[src/tlew_pkg.sv]
`default_nettype none
package tlew_pkg;

    localparam int LINE_WIDTH = 40;
    localparam int LEN_W      = $clog2(LINE_WIDTH + 1);
    localparam int ADDR_W     = $clog2(LINE_WIDTH);
    localparam int CNT_W      = 6;
    localparam int WIDE_W     = (LEN_W > CNT_W) ? LEN_W : CNT_W;
    localparam int CFG_IDX_W  = 2;

    typedef logic [7:0]        byte_t;
    typedef logic [2:0]        action_t;
    typedef logic [LEN_W-1:0]  len_t;
    typedef logic [ADDR_W-1:0] addr_t;
    typedef logic [CNT_W-1:0]  count_t;
    typedef logic [WIDE_W-1:0] wide_t;
    typedef logic [CFG_IDX_W-1:0] cfg_idx_t;

    localparam action_t ACT_ECHO    = 3'd0;
    localparam action_t ACT_RUBOUT  = 3'd1;
    localparam action_t ACT_NEWLINE = 3'd2;
    localparam action_t ACT_BELL    = 3'd3;
    localparam action_t ACT_EOF     = 3'd4;

    localparam cfg_idx_t REG_ERASE      = 2'd0;
    localparam cfg_idx_t REG_WORD_ERASE = 2'd1;
    localparam cfg_idx_t REG_KILL       = 2'd2;
    localparam cfg_idx_t REG_EOF        = 2'd3;

    localparam byte_t ERASE_RESET      = 8'd127;
    localparam byte_t WORD_ERASE_RESET = 8'd23;
    localparam byte_t KILL_RESET       = 8'd21;
    localparam byte_t EOF_RESET        = 8'd4;
    localparam byte_t CHAR_LF          = 8'h0A;

    localparam wide_t RUBOUT_MAX = WIDE_W'(63);
    localparam len_t  LINE_LEN   = LEN_W'(LINE_WIDTH);
    localparam addr_t LAST_ADDR  = ADDR_W'(LINE_WIDTH - 1);

    function automatic logic is_space(input byte_t c);
        return (c inside {[8'h09:8'h0D], 8'h20});
    endfunction

    function automatic logic is_print_byte(input byte_t c);
        return (c inside {[8'h09:8'h0D], [8'h20:8'h7E]});
    endfunction

endpackage
`default_nettype wire

[src/tty_line_editor_word_wrap_core.sv]
`default_nettype none
// Eof, bell, erase and newline are settled at decode; a plain character, kill or a split at the
// edge goes through a further state, and word-erase and a carried word first scan back through
// the line. A carried word is rubbed out, then copied down with a read and a write per character.
// A new byte is taken only once the last one is through, as s_ready is high only in idle, and
// every result can be held back by the receiver.
// Reset (synchronous, active low) empties the line and restores the control bytes.
module tty_line_editor_word_wrap_core (
    input  wire                      aclk,
    input  wire                      aresetn,
    input  wire                      s_valid,
    output logic                     s_ready,
    input  wire  tlew_pkg::byte_t    s_in_byte,
    output logic                     m_valid,
    input  wire                      m_ready,
    output tlew_pkg::action_t        m_action,
    output tlew_pkg::byte_t          m_out_byte,
    output tlew_pkg::count_t         m_rubout_count,
    output logic                     m_last,
    input  wire                      cfg_valid,
    output logic                     cfg_ready,
    input  wire  tlew_pkg::cfg_idx_t cfg_index,
    input  wire  tlew_pkg::byte_t    cfg_data
);
    import tlew_pkg::*;

    localparam logic [3:0] S_IDLE    = 4'd0;
    localparam logic [3:0] S_DECODE  = 4'd1;
    localparam logic [3:0] S_EDGE    = 4'd2;
    localparam logic [3:0] S_SCAN    = 4'd3;
    localparam logic [3:0] S_RUB     = 4'd4;
    localparam logic [3:0] S_WRAP_NL = 4'd5;
    localparam logic [3:0] S_COPY_RD = 4'd6;
    localparam logic [3:0] S_COPY_WR = 4'd7;
    localparam logic [3:0] S_PUT     = 4'd8;

    byte_t line_mem [LINE_WIDTH];
    byte_t rd_data_reg;
    addr_t rd_addr;
    logic  wr_en;
    addr_t wr_addr;
    byte_t wr_data;

    logic [3:0] state_reg, state_next;
    byte_t erase_reg, word_erase_reg, kill_reg, eof_reg;
    byte_t c_reg, c_next;
    len_t  len_reg, len_next;
    len_t  pos_reg, pos_next;
    len_t  start_reg, start_next;
    len_t  rem_reg, rem_next;
    addr_t src_reg, src_next;
    addr_t dst_reg, dst_next;
    logic  seen_reg, seen_next;
    logic  wrap_reg, wrap_next;

    logic    m_valid_reg;
    action_t m_action_reg;
    byte_t   m_byte_reg;
    count_t  m_cnt_reg;
    logic    m_last_reg;

    logic    out_free;
    logic    emit;
    action_t e_act;
    byte_t   e_byte;
    count_t  e_cnt;
    logic    e_last;

    len_t  len_m1;
    len_t  pos_m1;
    wide_t rem_wide;
    wide_t part;
    len_t  part_len;
    len_t  scan_start;
    logic  scan_done;

    assign out_free  = !m_valid_reg || m_ready;
    assign s_ready   = aresetn && (state_reg == S_IDLE);
    assign cfg_ready = aresetn;

    assign m_valid        = m_valid_reg;
    assign m_action       = m_action_reg;
    assign m_out_byte     = m_byte_reg;
    assign m_rubout_count = m_cnt_reg;
    assign m_last         = m_last_reg;

    assign len_m1   = len_reg - 1'b1;
    assign pos_m1   = pos_reg - 1'b1;
    assign rem_wide = WIDE_W'(rem_reg);
    assign part     = (rem_wide > RUBOUT_MAX) ? RUBOUT_MAX : rem_wide;
    assign part_len = LEN_W'(part);

    always_ff @(posedge aclk) begin
        if (wr_en) begin
            line_mem[wr_addr] <= wr_data;
        end
        rd_data_reg <= line_mem[rd_addr];
    end

    // Backward scan step: data in hand is the entry just below pos_reg
    always_comb begin
        scan_done  = 1'b0;
        scan_start = '0;
        if (pos_reg == '0) begin
            scan_done = 1'b1;
        end else if (is_space(rd_data_reg) && seen_reg) begin
            scan_done  = 1'b1;
            scan_start = pos_reg;
        end
    end

    always_comb begin
        state_next = state_reg;
        c_next     = c_reg;
        len_next   = len_reg;
        pos_next   = pos_reg;
        start_next = start_reg;
        rem_next   = rem_reg;
        src_next   = src_reg;
        dst_next   = dst_reg;
        seen_next  = seen_reg;
        wrap_next  = wrap_reg;
        rd_addr    = '0;
        wr_en      = 1'b0;
        wr_addr    = '0;
        wr_data    = c_reg;
        emit       = 1'b0;
        e_act      = ACT_ECHO;
        e_byte     = '0;
        e_cnt      = '0;
        e_last     = 1'b0;

        case (state_reg)
            S_IDLE: begin
                if (s_valid) begin
                    c_next     = s_in_byte;
                    state_next = S_DECODE;
                end
            end
            S_DECODE: begin
                if (out_free) begin
                    state_next = S_IDLE;
                    if (len_reg == '0 && c_reg == eof_reg) begin
                        emit   = 1'b1;
                        e_act  = ACT_EOF;
                        e_last = 1'b1;
                    end else if (c_reg == erase_reg) begin
                        if (len_reg != '0) begin
                            emit     = 1'b1;
                            e_act    = ACT_RUBOUT;
                            e_cnt    = CNT_W'(1);
                            e_last   = 1'b1;
                            len_next = len_m1;
                        end
                    end else if (c_reg == word_erase_reg) begin
                        if (len_reg != '0) begin
                            rd_addr    = len_m1[ADDR_W-1:0];
                            pos_next   = len_reg;
                            seen_next  = 1'b0;
                            wrap_next  = 1'b0;
                            state_next = S_SCAN;
                        end
                    end else if (c_reg == kill_reg) begin
                        if (len_reg != '0) begin
                            rem_next   = len_reg;
                            len_next   = '0;
                            wrap_next  = 1'b0;
                            state_next = S_RUB;
                        end
                    end else if (!is_print_byte(c_reg)) begin
                        emit   = 1'b1;
                        e_act  = ACT_BELL;
                        e_last = 1'b1;
                    end else if (c_reg == CHAR_LF) begin
                        emit     = 1'b1;
                        e_act    = ACT_NEWLINE;
                        e_last   = 1'b1;
                        len_next = '0;
                    end else if (len_reg >= LINE_LEN) begin
                        rd_addr    = LAST_ADDR;
                        state_next = S_EDGE;
                    end else begin
                        state_next = S_PUT;
                    end
                end
            end
            S_EDGE: begin
                rd_addr = LAST_ADDR;
                if (out_free) begin
                    if (!is_space(c_reg) && !is_space(rd_data_reg)) begin
                        pos_next   = LINE_LEN;
                        seen_next  = 1'b0;
                        wrap_next  = 1'b1;
                        state_next = S_SCAN;
                    end else begin
                        emit       = 1'b1;
                        e_act      = ACT_NEWLINE;
                        e_last     = is_space(c_reg);
                        len_next   = '0;
                        state_next = is_space(c_reg) ? S_IDLE : S_PUT;
                    end
                end
            end
            S_SCAN: begin
                if (scan_done) begin
                    if (wrap_reg) begin
                        start_next = scan_start;
                        if (scan_start != '0) begin
                            rem_next   = LINE_LEN - scan_start;
                            state_next = S_RUB;
                        end else begin
                            state_next = S_WRAP_NL;
                        end
                    end else begin
                        rem_next   = len_reg - scan_start;
                        len_next   = scan_start;
                        state_next = S_RUB;
                    end
                end else begin
                    if (!is_space(rd_data_reg)) begin
                        seen_next = 1'b1;
                    end
                    // step down and fetch the next entry below
                    pos_next = pos_m1;
                    rd_addr  = ADDR_W'(pos_m1 - 1'b1);
                end
            end
            S_RUB: begin
                if (out_free) begin
                    emit     = 1'b1;
                    e_act    = ACT_RUBOUT;
                    e_cnt    = part[CNT_W-1:0];
                    e_last   = !wrap_reg && (rem_reg == part_len);
                    rem_next = rem_reg - part_len;
                    if (rem_reg == part_len) begin
                        state_next = wrap_reg ? S_WRAP_NL : S_IDLE;
                    end
                end
            end
            S_WRAP_NL: begin
                if (out_free) begin
                    emit  = 1'b1;
                    e_act = ACT_NEWLINE;
                    if (start_reg == '0) begin
                        len_next   = '0;
                        state_next = S_PUT;
                    end else begin
                        src_next   = start_reg[ADDR_W-1:0];
                        dst_next   = '0;
                        state_next = S_COPY_RD;
                    end
                end
            end
            S_COPY_RD: begin
                rd_addr    = src_reg;
                state_next = S_COPY_WR;
            end
            S_COPY_WR: begin
                rd_addr = src_reg;
                if (out_free) begin
                    wr_en   = 1'b1;
                    wr_addr = dst_reg;
                    wr_data = rd_data_reg;
                    emit    = 1'b1;
                    e_act   = ACT_ECHO;
                    e_byte  = rd_data_reg;
                    if (src_reg == LAST_ADDR) begin
                        len_next   = LEN_W'(dst_reg) + 1'b1;
                        state_next = S_PUT;
                    end else begin
                        src_next   = src_reg + 1'b1;
                        dst_next   = dst_reg + 1'b1;
                        state_next = S_COPY_RD;
                    end
                end
            end
            S_PUT: begin
                if (out_free) begin
                    if (len_reg < LINE_LEN) begin
                        wr_en    = 1'b1;
                        wr_addr  = len_reg[ADDR_W-1:0];
                        len_next = len_reg + 1'b1;
                    end
                    emit       = 1'b1;
                    e_act      = ACT_ECHO;
                    e_byte     = c_reg;
                    e_last     = 1'b1;
                    state_next = S_IDLE;
                end
            end
            default: begin
                state_next = S_IDLE;
            end
        endcase
    end

    always_ff @(posedge aclk) begin
        if (!aresetn) begin
            state_reg      <= S_IDLE;
            len_reg        <= '0;
            m_valid_reg    <= 1'b0;
            erase_reg      <= ERASE_RESET;
            word_erase_reg <= WORD_ERASE_RESET;
            kill_reg       <= KILL_RESET;
            eof_reg        <= EOF_RESET;
        end else begin
            state_reg <= state_next;
            len_reg   <= len_next;
            if (emit) begin
                m_valid_reg <= 1'b1;
            end else if (m_ready) begin
                m_valid_reg <= 1'b0;
            end
            if (cfg_valid) begin
                case (cfg_index)
                    REG_ERASE:      erase_reg      <= cfg_data;
                    REG_WORD_ERASE: word_erase_reg <= cfg_data;
                    REG_KILL:       kill_reg       <= cfg_data;
                    REG_EOF:        eof_reg        <= cfg_data;
                    default:        ;
                endcase
            end
        end
    end

    always_ff @(posedge aclk) begin
        c_reg     <= c_next;
        pos_reg   <= pos_next;
        start_reg <= start_next;
        rem_reg   <= rem_next;
        src_reg   <= src_next;
        dst_reg   <= dst_next;
        seen_reg  <= seen_next;
        wrap_reg  <= wrap_next;
        if (emit) begin
            m_action_reg <= e_act;
            m_byte_reg   <= e_byte;
            m_cnt_reg    <= e_cnt;
            m_last_reg   <= e_last;
        end
    end

endmodule
`default_nettype wire

[config.mk]
export PLATFORM = sky130hd
export DESIGN_NAME = tty_line_editor_word_wrap_core
export DESIGN_NICKNAME = d
export VERILOG_FILES = /design/src/tlew_pkg.sv /design/src/tty_line_editor_word_wrap_core.sv
export SDC_FILE = /design/constraint.sdc
export NUM_CORES = 1
export LEC_CHECK = 0
export ABC_AREA = 1
export BUFFER_PORTS_ARGS = -buffer_cell sky130_fd_sc_hd__buf_2
export CELL_PAD_IN_SITES_DETAIL_PLACEMENT = 1
export CELL_PAD_IN_SITES_GLOBAL_PLACEMENT = 1
export CORE_AREA = 2 2 195 197
export CTS_CLUSTER_DIAMETER = 120
export DETAILED_ROUTE_END_ITERATION = 6
export DIE_AREA = 0 0 197 199
export GPL_TIMING_DRIVEN = 0
export HOLD_SLACK_MARGIN = 0.05
export PLACE_DENSITY_LB_ADDON = 0.1
export RECOVER_POWER = 100
export SETUP_SLACK_MARGIN = 0.2
export SLEW_MARGIN = 15
export SYNTH_ARGS = -nofsm -noshare
export SYNTH_HDL_FRONTEND = slang
export SYNTH_SLANG_ARGS = --single-unit
[constraint.sdc]
create_clock -name aclk -period 6.8 [get_ports aclk]
set_input_delay 0.34 -clock aclk [delete_from_list [all_inputs] [get_ports aclk]]
set_output_delay 0.34 -clock aclk [all_outputs]
set_load 0.02 [all_outputs]
==> results.txt, run 1 <==
- Unrepaired setup endpoints after global routing: false
* Mapped Avg Cell Area: 10.07 um2
* Number of remaining DRC errors: 0
* Cell area after synthesis: 19,720 um2
- Pwr dens: 269.0 nW/um2
- Share of synthesized flip-flops with an asynchronous set or reset: 0
- Failing checks: max-capacitance violations, max-slew violations
* Die Outline Area: 39,200 um2
* Crit path arrival time: 5040 ps
- The largest single stage delay on the critical path is 2710 ps.
- The tightest hold path in the finished design has a slack of 70.03 ps.
* Longest Clk Path Bufs: 3
- Counting flops per register, the top entry is line_mem.
- Filler cell count: 4,085
- TritonCTS built the clock tree.
- The wire-length estimate of the detail-placed layout is 46.04 mm.
* Post-Syn Instances: 1,958
- Root buffer selected by CTS: sky130_fd_sc_hd__clkbuf_16
- Largest net degree at the start of global routing: 31
- First-pass GRT wire length: 97.99 mm
- Wirelength per Cell: 25.13 um
- Series of cell instances along the critical path: inv_1 -> nor2_1 -> clkbuf_1 -> nor2_1 -> clkbuf_1 -> o21ai_0
- STA classifies the critical path endpoint as a register.
* Chip Width: 197 um
* Resize count post-CTS: 0
- The initial utilization of the core area, before any placement, comes to 0.5311.
- The number of cells on the worst reg-to-reg path is 6.
* Number of buffers created by CTS: 45
- The congestion estimate from routability-driven global placement came to 0.9694.
- Multi-input combinational cell area: 6311 um2
* Initial DRC count: 1,464
- Clock-pin slew was measured on the worst setup and hold paths at 60 ps.
- Number of levels in the clock H-tree: 2
* Antenna violations before repair: 0
- Clock latency of the later-clocked register in the worst-skew pair: 590 ps
- Reported leakage power: 8.318 nW
- Counting every sink on the clock net gives 429.
* Post-placement setup slack: 3047 ps
- Period Utilization, post-route: 0.7630
- STA puts the critical path data required time at 6650 ps.
* Total gr overflow: 0
* Number of max-cap violations: 9
* Total core area: 37,130 um2
- Layout Nets: 2,113
- Clock Skew: 16.11 ps
- Boundary Pins: 44
* Total wire length: 64.90 mm
- Once layout is complete, the utilization of the core stands at 0.5966.
- Share of cells above drive strength 1: 0.08298
* Final period demand of the worst path: 5189 ps
* Count of unique library cells instantiated by Yosys: 50
- The worst setup path is of the register to register kind.
- In the routed layout, each cell is associated on average with a via count of 6.106.
* Area added between synthesis and finish: 12.33%
* Worst Max-Slew Pin Slew: 3617 ps
* Maximum VDD drop: 183.1 uV
- Setup violations remaining at the end of the flow were counted as 0.
- The worst hold path belongs to the class primary input to register.
- Outcome: finished with violations
* Count of antenna diodes in the layout: 0
- Sequential element share of the synthesized area: 0.6273
- Vias in the first global route: 16,530
- For this run, the leading register cell type out of synthesis is sky130_fd_sc_hd__edfxtp_1.
- Kind of launch point of the worst setup path: register
- On the critical path, the stage with the largest delay is an instance of sky130_fd_sc_hd__o21ai_0.
- The register with the most flip-flops in the layout has 320 of them.
- Antenna viol nets, final: 0
- The die is 199 um tall.
- Buffers added on ports: 42
- The count of final max-slew check failures came to 173.
* GRT Resource Usage Total: 0.3369
- Footprint of the flip-flops and latches: 12,370 um2
- Counting instances, the worst hold path has a depth of 3.
- Number of vias after detailed routing: 15,770
* #FFs+latches synth: 429
* Highest fanout seen on the critical path: 19
* Final hold violations: 0
- The floorplan has 71 rows.
- Across all setup checks in the final design, the least slack found is 1611 ps.
- The synthesized design contains 378 enable-type register cells.
* Warning count from the yosys run: 0
- Worst slew margin: -1.437
* Count of TritonRoute iterations in the first routing pass: 7
- Maximum operating frequency: 0.1927 GHz
## stage by stage
step | area, um2 | power, mW | setup TNS (ps) | cells
floorplan | 19730 | 3.364 | 0 | 1961
global placement | 20540 | 3.549 | -9483 | 2477
detailed placement | 20860 | 3.592 | 0 | 2488
CTS | 22390 | 5.980 | 0 | 2583
global route | 22150 | 6.116 | 0 | 2583
finish | 22150 | 5.960 | 0 | 2583
## kinds of logic after synthesis
group | count (synthesis) | share of synthesized area
AOI/OAI and AO/OA | 148 | 0.04352
xor gates and xnor gates | 39 | 0.01732
adders and majority gates | 18 | 0.01180
buffers and inverters | 233 | 0.05183
DFF | 429 | 0.6273
other | 1 | 0.0001901
and+or+nand+nor | 1090 | 0.2480
## layout by cell type (no fill, tap or decap), drive strengths merged, types with 2 or more instances in the layout
| cell type | instances |
|---|---|
| o21ai | 65 |
| o22ai | 17 |
| conb | 4 |
| xor2 | 20 |
| nand2 | 388 |
| bufinv | 3 |
| o21bai | 2 |
| nand3 | 488 |
| a31oi | 4 |
| ha | 17 |
| o211ai | 14 |
| xnor2 | 19 |
| nor3 | 22 |
| edfxtp | 378 |
| inv | 131 |
| nand4 | 11 |
| a21oi | 32 |
| nor4 | 9 |
| clkbuf | 115 |
| or2 | 3 |
| nor2 | 167 |
| a211oi | 3 |
| clkinv | 24 |
| a2111oi | 2 |
| buf | 96 |
| dfxtp | 51 |
| dlygate4sd3 | 11 |
## path summary, 6_finish.rpt
kind | startpoint | endpoint | slack [ps]
setup reg to reg | m_valid$_SDFFE_PN0P_ | line_mem[10][3]$_DFFE_PP_ | 1610
hold reg to reg | erase_reg[2]$_SDFFE_PN1P_ | erase_reg[2]$_SDFFE_PN1P_ | 480
setup / recovery | m_valid$_SDFFE_PN0P_ | line_mem[10][3]$_DFFE_PP_ | 1610
hold / removal | cfg_data[1] | word_erase_reg[1]$_SDFFE_PN1P_ | 70
## critical path, delay by kind of cell, from the launching register on
kind | cells | cell delay [ps]
compound gates | 1 | 2710
buf+inv | 3 | 770
simple gates | 2 | 640
flops | 1 | 330
## power breakdown
| group | leakage [nW] | total, mW | internal (mW) | switching, mW |
|---|---|---|---|---|
| sequential | 3.85 | 2.98 | 2.95 | 0.0358 |
| combinational | 3.77 | 0.560 | 0.156 | 0.404 |
| clock | 0.694 | 2.42 | 1.37 | 1.05 |
## routing by layer
layer,routed length [um],track usage,vias to the layer above
met2,32640,0.5932,594
li1,-,-,7109
met4,3159,0.1632,0
met5,0,0,-
met1,25010,0.4051,7881
met3,4098,0.05341,187
## cell type report
type	instances	area share
Sequential cell	429	0.5585
Multi-Input combinational cell	1299	0.2849
Tap cell	474	0.02677
Inverter	131	0.02220
Clock buffer	56	0.05462
Timing Repair Buffer	64	0.01999
Clock inverter	28	0.009263
Buffer	102	0.02378
## Yosys cell counts (all sizes together), types with 2 or more instances
master	number	area, um2
a2111oi	2	17.52
a211oi	3	22.52
a21oi	32	160.2
a31oi	4	25.02
buf	77	436.7
clkbuf	25	93.84
dfxtp	51	1021
edfxtp	378	11350
ha	17	212.7
inv	130	488.0
nand2	388	1476
nand3	488	2460
nand4	11	68.82
nor2	167	661.9
nor3	22	120.1
nor4	9	71.32
o211ai	14	105.1
o21ai	65	325.3
o21bai	2	18.77
o22ai	17	106.4
or2	3	18.77
xnor2	19	166.4
xor2	20	175.2
## what timing repair did
item,4_1_cts,5_1_grt
hold buffers,11,0
hold endpoints to repair,13,0
buffers inserted,0,0
Power figures use the tool's default switching activity.
==> run 2: changes to the inputs <==
- CORE_AREA: 2 2 195 197 -> 2 2 213 215
- DIE_AREA: 0 0 197 199 -> 0 0 215 217
- clock period: 6.8 -> 4.6 ns (I/O delays scaled with it)
==> run 2 against run 1 <==
The flow still finishes with violations (max-capacitance violations, max-slew violations). Flip-flop and latch count stayed put. Register-to-register slack lost 1100 ps. Critical path depth up 12. Non-clock buffer count grew 12. Routed wire length is 1.8% lower. First-iteration DRC count down 29%. Sequential power increased by 48%. Global-route usage shrank 6.0 points. Combinational power is 48% higher. Clock power rose by 45%. Utilization shrank 9.5 points. Critical path type unchanged. Largest power group unchanged. Highest routed layer unchanged.
==> results.txt, run 2 (synthesis results as in run 1) <==
- The internal reg-to-reg setup slack came to 550 ps (-1060 ps).
- Count of antenna diodes in the layout: 0 (unchanged)
- The final worst-path setup slack is 549.6 ps (-1062 ps).
* Clock latency of the later-clocked register in the worst-skew pair: 580 ps (about the same)
* Root buffer selected by CTS: sky130_fd_sc_hd__clkbuf_16
* Buffers added on ports: 42 (unchanged)
- The total wire length is 63.76 mm (-1.8%).
- The final number of hold-violating endpoints was 0 (unchanged).
- Resize count post-CTS: 0 (unchanged)
- Number of buffers created by CTS: 46 (+2.2%)
- The transition time at the pin with the least slew margin came to 2033 ps (-1584 ps).
- Largest net degree at the start of global routing: 31 (unchanged)
- The number of global-route vias before repair is 16,230 (-1.8%).
* Commonest cells after routing, fill and taps aside: sky130_fd_sc_hd__nand3_1 (486), sky130_fd_sc_hd__nand2_1 (384), sky130_fd_sc_hd__edfxtp_1 (378)
- The total negative setup slack came to 0 ps (unchanged).
- CTS tree: built
- The CTS H-tree depth was 2 (unchanged).
- Pwr dens: 390.1 nW/um2 (+45%)
- The checks that failed: max-capacitance violations, max-slew violations.
- The average wire length per cell after detail routing is 23.44 um (-6.7%).
* Final setup viols: 0 (unchanged)
- The library cell used most frequently in the layout, excluding fill and tap cells, is sky130_fd_sc_hd__nand3_1.
- The number of nets with antenna violations after detailed routing is 0 (unchanged).
- The final weighted congestion in routability-driven placement is 0.9089 (-6.2%).
- The total vias in the final route was 15,280 (-3.1%).
- Capture endpoint of the worst hold path: erase_reg[4]$_SDFFE_PN1P_
* Die Height: 217 um (+9.0%)
- The maximum clock path buffer count was 3 (unchanged).
- The worst setup path is of the register to register kind.
- GRT Resource Usage Total: 0.2766 (-0.06030)
* Cell Rows: 78 (+9.9%)
- The max capacitance violation total is 4 (-5).
- Share of cells above drive strength 1: 0.08255 (-0.0004305)
* Antenna violations before repair: 0 (unchanged)
- Vias per cell: 5.618 (-8.0%)
- The path class of the tightest hold or removal check is primary input to register.
* Kind of launch point of the worst setup path: register
* Reported leakage power: 8.340 nW (+0.27%)
- Layout Nets: 2,126 (+0.62%)
- The cell count after placement was 2,617 (+5.2%).
- Worst slew margin: -0.3696 (+1.067)
- The biggest fanout along the worst timing path was 10 (-9).
* Filler cell count: 5,087 (+25%)
- Total core area: 44,700 um2 (+20%)
- The wire length of the first global-routing pass was 97.84 mm (-0.15%).
- The total iterations of the first detailed-routing run was 5 (-2).
- Maximum operating frequency: 0.2469 GHz (+28%)
- Area added between synthesis and finish: 13.67%
- Most flop-heavy register: line_mem
- The total die area is 46,660 um2 (+19%).
- The count of final max-slew check failures came to 68 (-61%).
- Initial core utilization: 0.4412 (-0.08988)
- Crit path arrival time: 4510 ps (-530 ps)
- Chip Width: 215 um (+9.1%)
- Final instance count without filler cells: 2,720 (+5.3%)
* TritonCTS sink count: 429 (unchanged)
- The worst register-to-register path begins at len_reg[0]$_SDFFE_PN0P_.
- Finished Core Util: 0.5015 (-0.09503)
- The CTS clock-pin slew for the worst setup and hold paths was 60 ps (about the same).
- The maximum vdd ir drop is 262.0 uV (+43%).
- The cts-stage hold buffer count came to 20 (+9).
* Initial DRC count: 1,039 (-29%)
- The number of flip-flops in the largest register was 320 (unchanged).
- The portion of the clock cycle consumed by the worst path in the final layout was 0.8805 (+0.1175).
- Buffer count from post-CTS setup fixing: 0 (unchanged)
- Total gr overflow: 0 (unchanged)
* CP Data Required Time: 5060 ps (-1590 ps)
- The final worst clock skew is 18.22 ps (+2.113 ps).
- Final period demand of the worst path: 4050 ps (-1138 ps)
- The number of top-level pins was 44 (unchanged).
* Number of remaining DRC errors: 0 (unchanged)
- The cell count of the worst hold path is 2 (-1).
* Hold Crit Start: aresetn
* Unrepaired setup endpoints after global routing: false
- The worst slack at placement is 854.3 ps (-2192 ps).
- Outcome: finished with violations
* Sum of net half-perimeters after detailed placement: 46.57 mm (+1.2%)
- The cell depth of the worst flop-to-flop path is 18 (+12).
- Reg-to-reg critical path endpoint: rd_data_reg[2]$_DFF_P_
- Total Power Consumption: 8.746 mW (+47%)
- Endpoint class of the critical path: register
run 2: cell type report:
type	count	area (um2)	area share
plain buffers	102	529.3	0.02361
clock buffers	57	1192	0.05319
clock inverters	26	197.7	0.008818
inverters	131	491.7	0.02193
multi-input cells	1299	6329	0.2823
flip-flops and latches	429	12370	0.5519
well taps	600	750.7	0.03349
repair buffers	76	555.5	0.02478
run 2: layer usage:
metal  GRT usage  up-vias  share of wire  routed length, um
met4      0.1126        0          0.041               2590
met5           0        -              0                  0
met1      0.3425     7562           0.41              26060
li1            -     7121              -                  -
met3     0.04500      156          0.053               3389
met2      0.4840      441           0.50              31710
run 2: how the worst max path moves through the flow:
stage	slack, ps	startpoint	endpoint
finish	550	len_reg[0]$_SDFFE_PN0P_	rd_data_reg[2]$_DFF_P_
global route	350	len_reg[0]$_SDFFE_PN0P_	rd_data_reg[3]$_DFF_P_
CTS	840	state_reg[1]$_SDFFE_PN0P_	line_mem[30][6]$_DFFE_PP_
detailed placement	850	state_reg[1]$_SDFFE_PN0P_	line_mem[30][4]$_DFFE_PP_
global placement	-2590	m_valid$_SDFFE_PN0P_	line_mem[12][2]$_DFFE_PP_
floorplan	1200	m_valid$_SDFFE_PN0P_	line_mem[0][0]$_DFFE_PP_
run 2: metrics by stage:
stage               area, um2  hold WS, ps
floorplan               19730        328.9
global placement        20690        406.9
detailed placement      21090        410.0
CTS                     22680        64.24
global route            22420        105.6
finish                  22420        97.08
run 2: power breakdown:
group	switching, mW	total [mW]	internal (mW)
clock network	1.52	3.51	2.00
logic	0.594	0.831	0.237
registers	0.0497	4.40	4.35
run 2: critical path, stage by stage, from the launching register on:
cell                      delay, ps
sky130_fd_sc_hd__dfxtp_1        370
sky130_fd_sc_hd__inv_1          330
sky130_fd_sc_hd__ha_1           210
sky130_fd_sc_hd__nand3_1         80
sky130_fd_sc_hd__nor2_1         440
sky130_fd_sc_hd__nand3_1        220
sky130_fd_sc_hd__nor2_4         200
sky130_fd_sc_hd__nor2_1         150
sky130_fd_sc_hd__nand3_1        120
sky130_fd_sc_hd__nand2_2        210
sky130_fd_sc_hd__inv_1          400
sky130_fd_sc_hd__buf_2          330
sky130_fd_sc_hd__nand3_1        150
sky130_fd_sc_hd__nand3_1        100
sky130_fd_sc_hd__nand3_1        170
sky130_fd_sc_hd__nand3_1        220
sky130_fd_sc_hd__nand2_1         90
sky130_fd_sc_hd__nand2_1         60
sky130_fd_sc_hd__nand2_1         80
